$ cat src/sv/spg_pkg.sv
// spg_pkg: shared types and constants for the softened pair gravity block
// no dependencies; imported by every spg module and the top level

package spg_pkg;

  // widths of the raw fields
  localparam int FieldW = 32;
  localparam int MassW  = 31;

  // input queue between front and back
  localparam int QDepth = 4;
  localparam int QAw    = $clog2(QDepth);

  // result status codes
  localparam logic [1:0] ST_OK   = 2'd0;
  localparam logic [1:0] ST_SAT  = 2'd1;
  localparam logic [1:0] ST_ZERO = 2'd2;

  // classified item: magnitudes, signs and clamped mass
  typedef struct packed {
    logic [FieldW-1:0] mx;
    logic [FieldW-1:0] my;
    logic              sx;
    logic              sy;
    logic [MassW-1:0]  mass;
  } spg_item_t;

endpackage

$ cat src/sv/spg_front.sv
// spg_front: input register that takes a transaction and classifies it
// depends on spg_pkg

module spg_front import spg_pkg::*; (
  input  logic            clk,
  input  logic            rst,
  input  logic            s_tvalid,
  output logic            s_tready,
  input  logic [95:0]     s_tdata,   // dx [31:0], dy [63:32], source_mass [95:64]
  output logic            out_valid,
  input  logic            out_ready,
  output spg_item_t       out_item
);

  logic [FieldW-1:0] dx, dy, mass;
  logic              fv;
  spg_item_t         item;

  assign dx   = s_tdata[31:0];
  assign dy   = s_tdata[63:32];
  assign mass = s_tdata[95:64];

  assign s_tready  = !fv || out_ready;
  assign out_valid = fv;
  assign out_item  = item;

  // magnitude and sign per component, negative mass clamps to zero
  always_ff @(posedge clk) begin
    if (rst) begin
      fv <= 1'b0;
    end else if (s_tready) begin
      fv <= s_tvalid;
    end
    if (s_tready && s_tvalid) begin
      item.sx   <= dx[FieldW-1];
      item.sy   <= dy[FieldW-1];
      item.mx   <= dx[FieldW-1] ? (FieldW'(0) - dx) : dx;
      item.my   <= dy[FieldW-1] ? (FieldW'(0) - dy) : dy;
      item.mass <= mass[FieldW-1] ? '0 : mass[MassW-1:0];
    end
  end

endmodule

$ cat config.mk
export PLATFORM = sky130hd
export DESIGN_NAME = spg_front
export DESIGN_NICKNAME = d
export VERILOG_FILES = /design/src/sv/spg_pkg.sv /design/src/sv/spg_front.sv
export SDC_FILE = /design/constraint.sdc
export NUM_CORES = 1
export LEC_CHECK = 0
export CORE_MARGIN = 3
export CORE_UTILIZATION = 57
export CTS_BUF_LIST = sky130_fd_sc_hd__clkbuf_8 sky130_fd_sc_hd__clkbuf_16
export DETAILED_ROUTE_END_ITERATION = 10
export DONT_BUFFER_PORTS = 1
export HOLD_SLACK_MARGIN = 0.02
export PLACE_DENSITY = 0.82
export SYNTH_ARGS = -nofsm -noshare
export SYNTH_HDL_FRONTEND = slang
export SYNTH_SLANG_ARGS = --single-unit
$ cat constraint.sdc
create_clock -name clk -period 11.5 [get_ports clk]
set_clock_uncertainty 0.15 [all_clocks]
set_input_delay 2.3 -clock clk [delete_from_list [all_inputs] [get_ports clk]]
set_output_delay 2.3 -clock clk [all_outputs]
set_load 0.05 [all_outputs]
## Word level (Yosys, flattened, before mapping)

Cells that the tools add are included.

- Register bits after elaboration: 98
- Input bits: 100
- Output and inout port bits: 99
- Logic and storage cells: 15

- Add/subtract/negate cells: 2
- Mux-type cells: 2
- Reduce and logical (&&, ||, !) cells: 3

Operators by type and width:

| cell | count |
|---|---|
| $sub 1x32->32 const A | 2 |
| $mux 31 | 2 |
| $logic_and 1x1->1 | 1 |
| $logic_not 1->1 | 1 |
| $logic_or 1x1->1 | 1 |

## Depth between registers and ports, before layout

- Depth in word-level cells: 3
- Gate-level depth with buffers: 6
- Gate-level depth less buffers: 6

## Worst setup path before layout

Ideal clock, no wire load.

- Kind: input to register
- Start: input out_ready
- End: register item (netlist bit out_item[0]), enable pin
- Library setup time: 466 ps
- Arrival: 5,087 ps
- Required time: 10,884 ps
- Slack: 5,797 ps
- Stages: 2
- Buffers on the path: 0
- Cells stage by stage: nand2b_1 -> and2_1

- Longest elaborated chain between the ends: 2

RTL lines:

| element | line | text |
|---|---|---|
| start, declared | spg_front.sv:11 | `input logic out_ready,` |
| $logic_or 1x1->1 | spg_front.sv:23 | `assign s_tready = !fv \|\| out_ready;` |
| $logic_and 1x1->1 | spg_front.sv:34 | `if (s_tready && s_tvalid) begin` |
| end, declared | spg_front.sv:17 | `spg_item_t item;` |

No other way between the ends.
A chain may end at the register's enable or synchronous reset.

## Final worst setup path

- Start: input out_ready
- End: output s_tready

- Longest elaborated chain between the ends: 1

RTL lines:

| element | line | text |
|---|---|---|
| $logic_or 1x1->1 | spg_front.sv:23 |  |
| end, declared | spg_front.sv:8 | `output logic s_tready,` |

No other way between the ends.

==> flow_summary.ini <==
[outcome]
status = finished, final reports clean

[logic_synthesis]
synthArstFlopShare_pct = 0
synth_area_leaders = edfxtp_1, xnor2_1, nor2b_1, o31ai_1, o41ai_1
ys_types = 33
yosysTopAreaCell = edfxtp_1
syn_area_sq_um = 4590
synth_ff_type = edfxtp_1
syn_area_per_cell_sq_um = 13.5
netlist_instances = 339
synth-seq-cells = 98
synthesis.nets = 443
ys_warn_count = 0
seq_area_frac_synth_pct = 63.9
synth.top_cell.area_share_pct = 63.5
synth-edff-count = 97

[routing]
via_per_inst = 6.08
drt_first_pass_iters = 4
dr.first_iter.drc_count = 152
wire_per_inst_um = 21.2
dr_total_vias = 2718
drt_wl_total_um = 9490
ant_nets = 0
post-route-drc-count = 0

[power_and_ir_drop]
p_clk_share_pct = 27.3
internal_power_mw = 0.554
combPwrFrac_pct = 6.2
p_seq_share_pct = 66.5
switching_share_pct = 30.6
p_leak_nw = 1.49
cellPowerDensity_nw_per_um2 = 164
switchingPower_mw = 0.244
peakVddDrop_v = 0.0000730

[clock_network]
numCtsBuffers = 9
postCtsHoldBufs = 0
h-tree-depth = 3
path_clk_slew_ns = 0.10
clk_latency_ns = 0.35
numClockSinks = 98
post_cts.repair.setup_buffers = 0
cts_buffer_depth = 2
cts-resized-gates = 0
clock_tree.root_cell = clkbuf_8
tritoncts = built

[placed_design]
place_area_sq_um = 4680
port_buffers = 0
dp_cells = 431
routabilityCongestion = 0.816
pre_cts_ws_ns = 6.29
dp_hpwl_um = 7060

[worst_setup_path]
r2r-start = out_valid
path_cells = nand2b_1
cp.arrival_ns = 2.76
slowest_delay_ns = 0.45
worstPathMaxFanout = 3
worstSetupEndpointType = output pin
crit_start = out_ready
cp-start-kind = input port
crit_family = simple AND/OR/NAND/NOR gates
critical_path_class = in2out
cp_slowest_cell = nand2b_1
cp.required_ns = 9.05
worstPathBufferInverterCount = 0

[timing]
rsz0062_at_grt = false
fmax_mhz = 192
tightest_slew_ns = 0.681
slew-limit-headroom_pct = 54.6
setup_violations = 0
fin_crit_sh_pct = 45.3
hold_slack_ns = 1.02
finalMaxSlewViolations = 0
min_period_ns = 5.21
tns_ns = 0
worst_slack_ns = 6.29
finalHoldViolCount = 0

[final_layout]
seqCellArea_sq_um = 2930
antenna_cells = 0
multiInputGateArea_sq_um = 1590
final_nets = 444
final_area_sq_um = 4880
layout_common_cells = edfxtp_1, xnor2_1, nor2b_1, nand2_1, o31ai_1
mostFrequentLayoutCell = edfxtp_1
area_delta_synth_final_pct = 6.30
finalNonFillerCells = 447
fill_cells = 599
final_layout_size_suffix_gt1_share_pct = 7.25

[global_routing]
grt_pass1_vias = 2656
grt.total_usage_pct = 19.8
antenna_found_initial = 0
overflow = 0
grt_pass1_wl_um = 13500
grt_max_degree = 56

[die]
start_util_pct = 59.1
die_y_um = 95.7
core-area_sq_um = 7770
fp.dieW_um = 95.7
dieArea_sq_um = 9160
ioPinCount = 199
rows = 32

[flow_run]
maxCapViolations = 0

[min_path]
min_from = out_valid
hold_class = reg2reg
-- final timing paths --
check	to	slack [ns]	depth (start not counted)
setup / recovery	s_tready	6.29	1
hold / removal	out_valid	1.02	2
setup reg to reg	out_item[96]	8.66	3
hold reg to reg	out_valid	1.02	2
-- kinds of logic after synthesis --
kind of cell | count (synthesis) | synth area share, %
AND/OR/NAND/NOR | 113 | 15.1
AO/OA/AOI/OAI | 49 | 7.36
flip-flops | 98 | 63.9
adder cells (fa/ha/maj) | 4 | 1.09
buffers and inverters | 17 | 1.42
XOR/XNOR | 58 | 11.1
-- final cells by class --
cell class                      instances  share of cell area (%)
Timing Repair Buffer                    1                   0.154
Inverter                                6                   0.462
Clock inverter                          7                    1.44
Clock buffer                            9                    2.54
Sequential cell                        98                    60.1
Multi-Input combinational cell        224                    32.6
Tap cell                              102                    2.62
-- synth_stat cells (4+ instances only) --
library cell and number:
clkbuf_1 10, edfxtp_1 97, ha_1 4, inv_1 6, nand2_1 22, nand2b_1 8, nand3_1 4, nand4_1 5
nor2_1 7, nor2b_1 32, nor3_1 5, nor4_1 7, o21ai_0 17, o31ai_1 19, o41ai_1 12, or3_1 4
or4_1 4, xnor2_1 58
-- power groups by stage --
stage / sequential [mW] / clock (mW) / combinational (mW)
6_report: 0.531 / 0.218 / 0.0493
5_1_grt: 0.534 / 0.237 / 0.0554
4_1_cts: 0.532 / 0.222 / 0.0500
3_5_place_dp: 0.540 / 0 / 0.0503
3_3_place_gp: 0.539 / 0 / 0.0474
2_1_floorplan: 0.535 / 0 / 0.0449
-- state kept, by name, indices dropped and copies added (netlist names) --
register,cells
out_item,97
out_valid,1
-- metal layers --
metal	up-vias	part of all wire [%]	track usage (%)	wire length, um
met4	0	1.7	7.23	158
met3	16	13	11.0	1270
met1	1278	35	21.0	3310
met5	-	0	0	0
met2	153	50	33.2	4740
li1	1271	-	-	-
-- stage by stage --
stage	total power, mW	util [%]
global route	0.827	62.8
detailed placement	0.590	60.3
floorplan	0.580	-
finish	0.798	62.8
CTS	0.804	62.8
global placement	0.586	60.3
Power figures use the tool's default switching activity.
