File: src/sv/spg_pkg.sv
// spg_pkg: shared types and constants for the softened pair gravity block
// no dependencies; imported by every spg module and the top level

package spg_pkg;

  // widths of the raw fields
  localparam int FieldW = 32;
  localparam int MassW  = 31;

  // input queue between front and back
  localparam int QDepth = 4;
  localparam int QAw    = $clog2(QDepth);

  // result status codes
  localparam logic [1:0] ST_OK   = 2'd0;
  localparam logic [1:0] ST_SAT  = 2'd1;
  localparam logic [1:0] ST_ZERO = 2'd2;

  // classified item: magnitudes, signs and clamped mass
  typedef struct packed {
    logic [FieldW-1:0] mx;
    logic [FieldW-1:0] my;
    logic              sx;
    logic              sy;
    logic [MassW-1:0]  mass;
  } spg_item_t;

endpackage

File: src/sv/spg_queue.sv
// spg_queue: short queue of classified items between front and back
// depends on spg_pkg

module spg_queue import spg_pkg::*; (
  input  logic      clk,
  input  logic      rst,
  input  logic      in_valid,
  output logic      in_ready,
  input  spg_item_t in_item,
  output logic      out_valid,
  input  logic      out_ready,
  output spg_item_t out_item
);

  spg_item_t        entries [QDepth];
  logic [QAw-1:0]   wr_ptr, rd_ptr;
  logic [QAw:0]     count;
  logic             push, pop;

  assign in_ready  = (count != QAw'(0) + (QAw+1)'(QDepth));
  assign out_valid = (count != '0);
  assign push      = in_valid && in_ready;
  assign pop       = out_valid && out_ready;
  assign out_item  = entries[rd_ptr];

  // pointers and fill count
  always_ff @(posedge clk) begin
    if (rst) begin
      wr_ptr <= '0;
      rd_ptr <= '0;
      count  <= '0;
    end else begin
      if (push) wr_ptr <= wr_ptr + 1'b1;
      if (pop)  rd_ptr <= rd_ptr + 1'b1;
      if (push && !pop) count <= count + 1'b1;
      else if (pop && !push) count <= count - 1'b1;
    end
  end

  // storage
  always_ff @(posedge clk) begin
    if (push) entries[wr_ptr] <= in_item;
  end

endmodule

File: config.mk
export PLATFORM = sky130hd
export DESIGN_NAME = spg_queue
export DESIGN_NICKNAME = d
export VERILOG_FILES = /design/src/sv/spg_pkg.sv /design/src/sv/spg_queue.sv
export SDC_FILE = /design/constraint.sdc
export NUM_CORES = 1
export LEC_CHECK = 0
export BUFFER_PORTS_ARGS = -buffer_cell sky130_fd_sc_hd__buf_2
export CAP_MARGIN = 20
export CORE_MARGIN = 2
export CORE_UTILIZATION = 47
export CTS_CLUSTER_DIAMETER = 40
export CTS_CLUSTER_SIZE = 40
export DETAILED_ROUTE_END_ITERATION = 8
export MAX_ROUTING_LAYER = met4
export PLACE_DENSITY = 0.64
export SLEW_MARGIN = 40
export SYNTH_ARGS = -nofsm -noshare
export SYNTH_HDL_FRONTEND = slang
export SYNTH_SLANG_ARGS = --single-unit
File: constraint.sdc
create_clock -name clk -period 4.1 [get_ports clk]
set_input_delay 0.82 -clock clk [delete_from_list [all_inputs] [get_ports clk]]
set_output_delay 0.82 -clock clk [all_outputs]
set_load 0.05 [all_outputs]
* After elaboration in Yosys (flattened, before gate mapping)
Memories as Yosys holds them, arrays and structs flattened. A register that Yosys moved wholly into a read port is not among the register bits. Index checks and enable logic that the tools add are counted.
Cells by class: add/sub/neg operators 4, eq/ne operators 1, mux-type cells 6, reductions and logical operators 8
Operators by type and width (count):
- 3-bit two-way mux | 2
- 2-bit by 1-bit adder with 2-bit output (second input constant) | 2
- 1-bit logical AND | 4
- 2-bit two-way mux | 2
- 3-bit by 1-bit adder with 3-bit output (second input constant) | 1
- 3-bit inequality test (second input constant) | 1
- 3-bit nonzero test | 1
- 3-bit by 1-bit subtractor with 3-bit output (second input constant) | 1
- 1-bit zero test | 2
- 1-bit two-way mux | 2
- 2-bit nonzero test | 1
Storage, ports and cells: register bits 7, bits in writable memories 388, bits of input ports 101, output and inout port bits 99, logic and storage cells 23, memories 1
Memories:
- entries | depth 4, width 97, read ports 1, clocked after memory_dff 1, wr ports 1, RTL line spg_queue.sv:15 | spg_item_t entries [QDepth];

* Longest topological paths before layout
Gate-level depths: netlist of the first run.
depth after elaboration 6, mapped depth 8, depth with buffers taken out 8

* Least setup slack after synthesis of the first run
Ideal clock, no wire load.
path kind input to register, start point in in_valid, end point mem entries[2][0] (netlist bit), enable pin, data arrival time 3.373 ns, data required time 3.633 ns, slack 0.260 ns, stages 2, cells stage by stage a21boi_2 -> and2_1
Between the ends: cells in the longest elaborated chain, start to end 3
RTL lines:
- start: declaration | RTL line spg_queue.sv:7 | input logic in_valid,
- 1-bit logical AND | RTL line spg_queue.sv:22 | assign push = in_valid && in_ready;
- 1-bit two-way mux | RTL line spg_queue.sv:42 | if (push) entries[wr_ptr] <= in_item;
- 1-bit two-way mux (implied by the code) | RTL line spg_queue.sv:42
- end: declaration | RTL line spg_queue.sv:15
Every way passes these cells.

==> results of run 1 <==
==> final cells by class <==
type                       count  area [um^2]
antenna                        5         12.5
sequential                   397        11800
clock inverter                36          390
inverter                       3         11.3
clock buffer                  51         1190
multi-input combinational    132         2460
tap                          396          495
fill                        2243        12900
timing repair buffer         211         1170
==> per-stage QoR <==
stage          total power [W]  cells  utilization (%)
6_report                0.0130   1231             57.8
5_1_grt                 0.0135   1230             57.8
4_1_cts                 0.0131   1225             57.7
3_5_place_dp           0.00907   1138             52.5
3_3_place_gp           0.00900   1138             52.5
2_1_floorplan          0.00821    555                -
==> worst reg2reg max path: stages, from the launching register on <==
cell	delay (ps)
dfxtp_1	460
nor2_1	110
a21boi_2	340
and2_4	730
buf_4	420
==> per-layer routing <==
| layer | global-route usage [%] | up-vias | part of all wire [%] |
|---|---|---|---|
| met3 | 4.68 | 41 | 7.2 |
| met4 | 4.77 | 0 | 1.8 |
| li1 | - | 2888 | - |
| met2 | 28.0 | 222 | 50 |
| met5 | - | - | 0 |
| met1 | 22.2 | 3457 | 41 |
==> cell families (layout without fill, tap and decap cells) <==
| logic type | count (synthesis) | after routing |
|---|---|---|
| buf+inv | 26 | 301 |
| simple gates | 17 | 17 |
| fa+ha+maj | 6 | 6 |
| compound gates | 5 | 5 |
| other cells | 0 | 5 |
| flops | 397 | 397 |
| mux | 100 | 100 |
| xor+xnor | 4 | 4 |
==> how the worst max path moves through the flow <==
stage / from / endpoint / slack [ps] / depth (start not counted)
floorplan: in_valid / entries[2][0] / 260 / 2
global placement: register / out_item[53] / 1400 / 3
detailed placement: in_valid / entries[0][81] / 1330 / 4
CTS: register / out_item[44] / 780 / 3
global route: register / out_item[44] / 710 / 3
finish: register / out_item[44] / 830 / 3
==> report_power, final <==
part,switching (W),internal (W)
combinational,0.00269,0.00117
clock,0.00167,0.00237
sequential,0.000140,0.00493
total,0.00450,0.00846
==> registers in the layout (all words and copies together), names as in the netlist, named ones only <==
register and flops:
count 3, wr_ptr 2, rd_ptr 2, entries 388
==> placed cells by master, fill, tap and decap left out, types with 2 or more instances in the layout <==
master	Yosys	final
and2_4	0	4
buf_12	0	7
buf_2	11	199
buf_4	0	5
bufinv_16	0	3
clkbuf_1	7	4
clkbuf_16	0	47
clkinv_2	0	5
clkinv_4	0	4
clkinv_8	0	6
clkinvlp_4	0	10
dfxtp_1	9	7
dfxtp_4	0	2
diode_2	0	5
edfxtp_1	388	388
ha_1	5	5
inv_1	3	3
inv_6	0	6
mux2i_1	2	2
mux4_2	97	97
nand2b_1	2	2
nor2_1	8	8
or3_1	2	2
xor2_1	4	4
==> flow_summary.ini, run 1 <==
[floorplanning]
core-area_um2 = 30400
die_y_um = 179
ioPinCount = 200
rows = 64
start_util_pct = 47.5
dieArea_um2 = 32200
dieWidth_um = 179

[hold_path]
whs_path_depth = 1
hold_path_class = in -> reg
hold_end = entries[1][20]
min-delay-start = in_item[20]

[route]
vias = 6608
ant_nets = 0
drt_iter0_drc = 464
wl_per_cell_um = 22.0
vias_per_cell = 5.37
dr.pass1.iters = 4
wl_mm = 27.1
drc_errors = 0

[clock_tree]
post_cts_resized = 0
cts_tree = yes
cts_made_buffers = 47
cts.htree.levels = 2
clk_latency_ps = 540
cts_sinks = 397
post-cts-setup-buffers = 0
clockRootBuffer = clkbuf_16
clk_pin_slew_ps = 70
cts.path.max_buffers = 3
holdBufCountCts = 0

[synthesis]
postSynthAreaPerCell_um2 = 26.0
synth.area.top_cells = edfxtp_1, mux4_2, dfxtp_1
synth_warnings = 0
synthSimpleGateAreaFrac_pct = 0.580
synth_edf_count = 388
yosysMostFrequentCell = edfxtp_1
async_reset_ff_share_pct = 0
synth-seq-cells = 397
synth_seq_area_share_pct = 81.9
synth_xor_area_share_pct = 0.242
synthMuxAreaShare_pct = 15.3
synthAdderAreaFrac_pct = 0.571
synth_fp_nets = 662
ys_types = 23
ys_top_cells_by_count = edfxtp_1, mux4_2, buf_2, dfxtp_1, nor2_1
synth_top_family_by_area = multiplexers
synth-compound-area-share_pct = 0.260
synth_ff_type = edfxtp_1
yosysTopAreaCell = edfxtp_1
syn_area_um2 = 14500
synthCells = 555
synth_top_area_share_pct = 80.6

[status]
status = finished clean

[grt]
grt_start_max_net_pins = 88
grt_first_pass_wirelength_mm = 40.2
track_usage_pct = 17.4
overflow = 0
grt_pass1_vias = 7149
grt_antenna_before_repair = 4

[timing]
post-route-min-period_ps = 3270
fmax_mhz = 306
fin_crit_sh_pct = 79.8
rsz0062_at_grt = no
slew_headroom_pct = 47.2
hold_viol = 0
setup_ws_ps = 830
finClkSkew_ps = 15.6
maxSlewViolCount = 0
whs_ps = 494
tightest_slew_ps = 792
setup-tns-final_ps = 0
setup_viol = 0

[place]
pre_cts_slack_ps = 1330
io_buffers = 199
routabilityCongestion = 0.751
place.detailed.hpwl_mm = 16.3
dpl_cell_area_um2 = 16000

[pwr]
ir_drop_mv = 0.489
powerDensity_nw_per_um2 = 737
leakage_nw = 5.89

[cells_and_area]
fin_area_um2 = 17600
final_nets = 899
areaGrowthSynthToFinish_pct = 21.6
drive_above_1_share_pct = 48.0

[worst_setup_path]
crit_arrival_ps = 2450
cp_slowest_cell = mux4_2
crit_required_ps = 3280
regToRegSetupSlack_ps = 1700
reg2reg_depth = 4
timing.critical_path.buf_inv = 2
max_stage_delay_ps = 640
worstReg2RegStart = count[0]
path_cells = buf_12 -> mux4_2 -> buf_2
crit_family = buffers and inverters
worst-path-max-fanout = 67
r2r_end = entries[2][95]
crit_path_start_kind = register
end_kind = primary output
critPathKind = reg -> out

[run]
drv_cap = 0
Note: power is estimated with default switching activity, not from simulation.
==> inputs of run 2 (changes only) <==
Settings changed: ABC_AREA from default to 1, PLACE_DENSITY 0.64 to 0.67.
Clock period 4.1 ns to 2.7 ns, I/O delays scaled along.
==> run 2 against run 1 <==
  * Clock skew up 3.3 ps
  * Critical path depth rose by 2
  * Via count grew 37%
  * Combinational power rose by 64%
  * Largest cell class unchanged
==> flow_summary.ini, run 2 <==
[clock_tree]
cts.htree.levels = 2
clk_pin_slew_ps = 60
holdBufCountCts = 0
clk_latency_ps = 530
cts_tree = yes
cts_made_buffers = 45
cts_sinks = 397
cts.path.max_buffers = 3
clockRootBuffer = clkbuf_16

[run]
drv_cap = 0

[floorplanning]
ioPinCount = 200
start_util_pct = 47.3
core-area_um2 = 31300
dieArea_um2 = 33000
rows = 65
dieWidth_um = 182
die_y_um = 182

[cells_and_area]
final_cell_mix = edfxtp_1, nor2_1, buf_2
areaGrowthSynthToFinish_pct = 20.8
nFillCells = 2461
reg_top3 = entries (388), count (3)
largest_register_ffs = 388
finalNonFillerCells = 1660
final_util_pct = 57.2
final_nets = 1322
mostFrequentLayoutCell = edfxtp_1
drive_above_1_share_pct = 25.0
largest-register = entries

[timing]
hold_viol = 0
whs_ps = 213
fmax_mhz = 381
finClkSkew_ps = 18.9
rsz0062_at_grt = yes
setup-tns-final_ps = 0
tightest_slew_ps = 580
setup_ws_ps = 72.4
setup_viol = 0
slew_headroom_pct = 61.4
post-route-min-period_ps = 2630
fin_crit_sh_pct = 97.3
maxSlewViolCount = 0

[worst_setup_path]
crit_path_start_kind = register
crit_arrival_ps = 2090
crit_required_ps = 2160
end_kind = primary output
reg2reg_depth = 12
r2r_end = count[2]
regToRegSetupSlack_ps = 730
worst-path-max-fanout = 53
worstReg2RegStart = count[1]
critPathKind = reg -> out

[synthesis]
synth_warnings = 0
synthCells = 1005
synth_edf_count = 388
ys_top_cells_by_count = edfxtp_1, nor2_1, o21ai_0, o22ai_1, o21ai_1
synthAdderAreaFrac_pct = 0.557
synthMuxAreaShare_pct = 0
synth_fp_nets = 1112
synth_xor_area_share_pct = 0.0591
synth.area.top_cells = edfxtp_1, nor2_1, o21ai_0
synth_top_family_by_area = compound AO/OA/AOI/OAI gates
ys_types = 20
yosysMostFrequentCell = edfxtp_1
yosysTopAreaCell = edfxtp_1
synthSimpleGateAreaFrac_pct = 5.83
synth-compound-area-share_pct = 10.8
async_reset_ff_share_pct = 0
synth_seq_area_share_pct = 79.8
synth_top_area_share_pct = 78.6
postSynthAreaPerCell_um2 = 14.7
synth_ff_type = edfxtp_1
synth-seq-cells = 397
syn_area_um2 = 14800

[hold_path]
hold_path_class = in -> reg
hold_end = entries[0][6]
whs_path_depth = 1
min-delay-start = in_item[6]

[pwr]
p_sw_share_pct = 38.2
pwr-share-comb_pct = 31.8
clock_power_share_pct = 29.6
power_frac_seq_pct = 38.6
ir_drop_mv = 0.715
intPower_w = 0.0123
powerDensity_nw_per_um2 = 1110
net-switching-power_w = 0.00759
leakage_nw = 6.30

[route]
wl_mm = 32.1
vias = 9031
drc_errors = 0
vias_per_cell = 5.44
wl_per_cell_um = 19.3
ant_nets = 0
dr.pass1.iters = 5
drt_iter0_drc = 613

[place]
routabilityCongestion = 0.760
placed_cells = 1567
io_buffers = 199
place.detailed.hpwl_mm = 17.0
pre_cts_slack_ps = 488

[status]
status = finished clean

[grt]
grt_first_pass_wirelength_mm = 48.0
overflow = 0
grt_start_max_net_pins = 108
track_usage_pct = 19.4
grt_antenna_before_repair = 8
grt_pass1_vias = 8869
run 2: changes by cell type in the layout (fill, tap and decap cells not counted), sizes merged, moves of 3 or more:
cell / change
nor2: +200
o21ai: +194
mux4: -97
o22ai: +97
inv: +18
nand2: +14
buf: +12
clkinvlp: -5
and2: -4
nand3: +4
diode: +3
xor2: -3
run 2: worst max-delay path by stage:
stage               endpoint  slack, ps  cells after the start
6_report        out_item[93]         70                      5
5_1_grt         out_item[93]         -3                      5
4_1_cts          out_item[7]          2                      4
3_5_place_dp    out_item[93]        490                      5
3_3_place_gp    out_item[93]        530                      5
2_1_floorplan  entries[0][0]         50                      4
run 2: metal layers:
metal | routed length [um] | part of all wire (%) | global-route usage (%)
met2 | 15300 | 48 | 31.0
met1 | 13500 | 42 | 24.3
met4 | 754 | 2.3 | 6.11
met3 | 2540 | 7.9 | 5.21
met5 | 0 | 0 | -
run 2: what timing repair did:
item | 4_1_cts | 5_1_grt
setup endpoints to repair | 7 | 39
pin swaps | 0 | 0
cloned | 1 | 1
resized for setup | 2 | 4
setup buffers | 0 | 1
run 2: critical path, cell delays in order, from the launching register on:
cell and delay, ps:
dfxtp_4 400, clkinv_8 230, buf_12 220, nor2_1 70, o22ai_1 280, buf_2 330
run 2: layout make-up:
cell class	count	area, um^2	area share (%)
sequential	397	11800	66.1
multi-input combinational	530	2600	14.5
timing repair buffer	225	1400	7.80
clock buffer	50	1190	6.63
tap	402	503	2.81
clock inverter	32	288	1.61
inverter	16	73.8	0.412
antenna	8	20.0	0.112
run 2: power by group through the flow:
stage	logic (W)	clock network (W)	registers, W
after floorplan	0.00468	0	0.00776
after global placement	0.00617	0	0.00778
after detailed placement	0.00624	0	0.00780
after CTS	0.00628	0.00600	0.00767
after global routing	0.00672	0.00626	0.00772
final	0.00632	0.00587	0.00767
run 2: metrics by stage:
step	area, um^2	total power (W)
2_1_floorplan	14900	0.0124
3_3_place_gp	16300	0.0140
3_5_place_dp	16300	0.0140
4_1_cts	17800	0.0200
5_1_grt	17900	0.0207
6_report	17900	0.0199
run 2: cell families (layout without fill, tap and decap cells):
kind of cell,count (synthesis),in the layout
AND/OR/NAND/NOR,228,228
AO/OA/AOI/OAI,295,295
buffers and inverters,78,323
adder cells (fa/ha/maj),6,6
XOR/XNOR,1,1
flip-flops,397,397
other,0,8
==> inputs of run 3 (changes only) <==
Settings changed: CORE_UTILIZATION 47 to 50, PLACE_DENSITY 0.67 to 0.71.
==> run 3 against run 2 <==
  * Worst hold slack improved by 15 ps
  * Power grew 0.14%
  * Largest cell class unchanged
  * Cell area decreased by 0.57%
  * Clock skew shrank 7.4 ps
  * Global-route usage is 0.96 points higher
  * Final cell count shrank 1.2%
  * Die area is 5.9% lower
  * First-iteration DRC count rose by 14%
  * Sequential power about the same
  * Non-clock buffer count down 6
  * Sequential share of layout area is 0.38 points higher
==> flow_summary.ini, run 3 (same netlist as run 2, synthesis figures left out) <==
[clock_tree]
cts_tree = yes
holdBufCountCts = 0
clk_latency_ps = 530
cts_made_buffers = 43
cts.path.max_buffers = 3
cts.htree.levels = 2
clk_pin_slew_ps = 60
cts_sinks = 397
clockRootBuffer = clkbuf_16

[floorplanning]
dieArea_um2 = 31000
die_y_um = 176
ioPinCount = 200
dieWidth_um = 176
rows = 63
start_util_pct = 50.4
core-area_um2 = 29400

[timing]
fin_crit_sh_pct = 96.3
whs_ps = 228
fmax_mhz = 385
maxSlewViolCount = 0
setup_viol = 0
tightest_slew_ps = 600
rsz0062_at_grt = no
setup-tns-final_ps = 0
hold_viol = 0
post-route-min-period_ps = 2600
finClkSkew_ps = 11.5
slew_headroom_pct = 60.0

[worst_setup_path]
crit_required_ps = 2160
end_kind = primary output
crit_arrival_ps = 2060
critPathKind = reg -> out
worst-path-max-fanout = 97
crit_path_start_kind = register

[grt]
grt_first_pass_wirelength_mm = 47.5
grt_antenna_before_repair = 9
grt_start_max_net_pins = 98
overflow = 0
track_usage_pct = 20.3
grt_pass1_vias = 8895

[cells_and_area]
final_nets = 1314
drive_above_1_share_pct = 24.3
nFillCells = 2197
reg_top3 = entries (388), count (3)
mostFrequentLayoutCell = edfxtp_1
final_cell_mix = edfxtp_1, nor2_1, buf_2
largest-register = entries
largest_register_ffs = 388
areaGrowthSynthToFinish_pct = 20.1

[route]
vias_per_cell = 5.45
ant_nets = 0
vias = 8936
dr.pass1.iters = 4
drc_errors = 0
wl_per_cell_um = 18.9
drt_iter0_drc = 698
wl_mm = 31.0

[pwr]
p_sw_share_pct = 37.3
pwr-share-comb_pct = 31.3
fin_total_pwr_w = 0.0199
ir_drop_mv = 0.774
power_frac_seq_pct = 38.5
intPower_w = 0.0125
net-switching-power_w = 0.00742
leakage_nw = 6.24
clock_power_share_pct = 30.2
powerDensity_nw_per_um2 = 1120

[run]
drv_cap = 0

[place]
io_buffers = 199
place.detailed.hpwl_mm = 17.1
routabilityCongestion = 0.745

[status]
status = finished clean

[hold_path]
hold_path_class = in -> reg
-- run 3: repair_timing --
item | CTS | global route
setup endpoints to repair | 0 | 7
setup buffers | 0 | 0
resized for setup | 0 | 2
-- run 3: final timing paths --
check | from | endpoint | slack, ps | cells after the start
hold / removal | in_item[84] | entries[0][84] | 230 | 1
setup reg to reg | count[1] | count[2] | 660 | 12
hold reg to reg | rd_ptr[1] | register | 520 | 2
setup / recovery | register | out_item[57] | 100 | 4
-- run 3: worst max-delay path: stages, from the launching register on --
cell and delay [ps]:
dfxtp_4 370, buf_16 370, o21ai_0 190, o22ai_1 250, buf_2 310
-- run 3: metrics by stage --
step	instance area, um^2	std cells	util (%)	worst slack, ps
6_report	17800	1640	60.6	101
5_1_grt	17800	1639	60.5	1.58
4_1_cts	17800	1631	60.4	36.4
3_5_place_dp	16300	1552	55.4	622
3_3_place_gp	16300	1552	55.4	636
2_1_floorplan	14900	1005	-	49.8
-- run 3: metal layers --
layer / vias up / part of all wire [%] / GRT usage, % / wire length (um)
met4: 0 / 1.9 / 6.06 / 592
met3: 50 / 8.0 / 5.06 / 2490
met1: 4382 / 41 / 26.2 / 12800
met5: - / 0 / - / 0
li1: 4206 / - / - / -
met2: 298 / 49 / 32.4 / 15100
-- run 3: power by group through the flow --
stage          combinational (W)  clock (W)  sequential, W
2_1_floorplan            0.00468          0        0.00776
3_3_place_gp             0.00617          0        0.00776
3_5_place_dp             0.00624          0        0.00778
4_1_cts                  0.00627    0.00612        0.00765
5_1_grt                  0.00663    0.00636        0.00770
6_report                 0.00623    0.00601        0.00765
-- run 3: final cells by class --
type                       instances  area, um^2  share of cell area (%)
sequential                       397       11800                    66.5
multi-input combinational        530        2600                    14.6
timing repair buffer             219        1290                    7.27
clock buffer                      46        1130                    6.35
tap                              390         488                    2.74
clock inverter                    33         365                    2.05
inverter                          16        66.3                   0.372
antenna                            9        22.5                   0.126
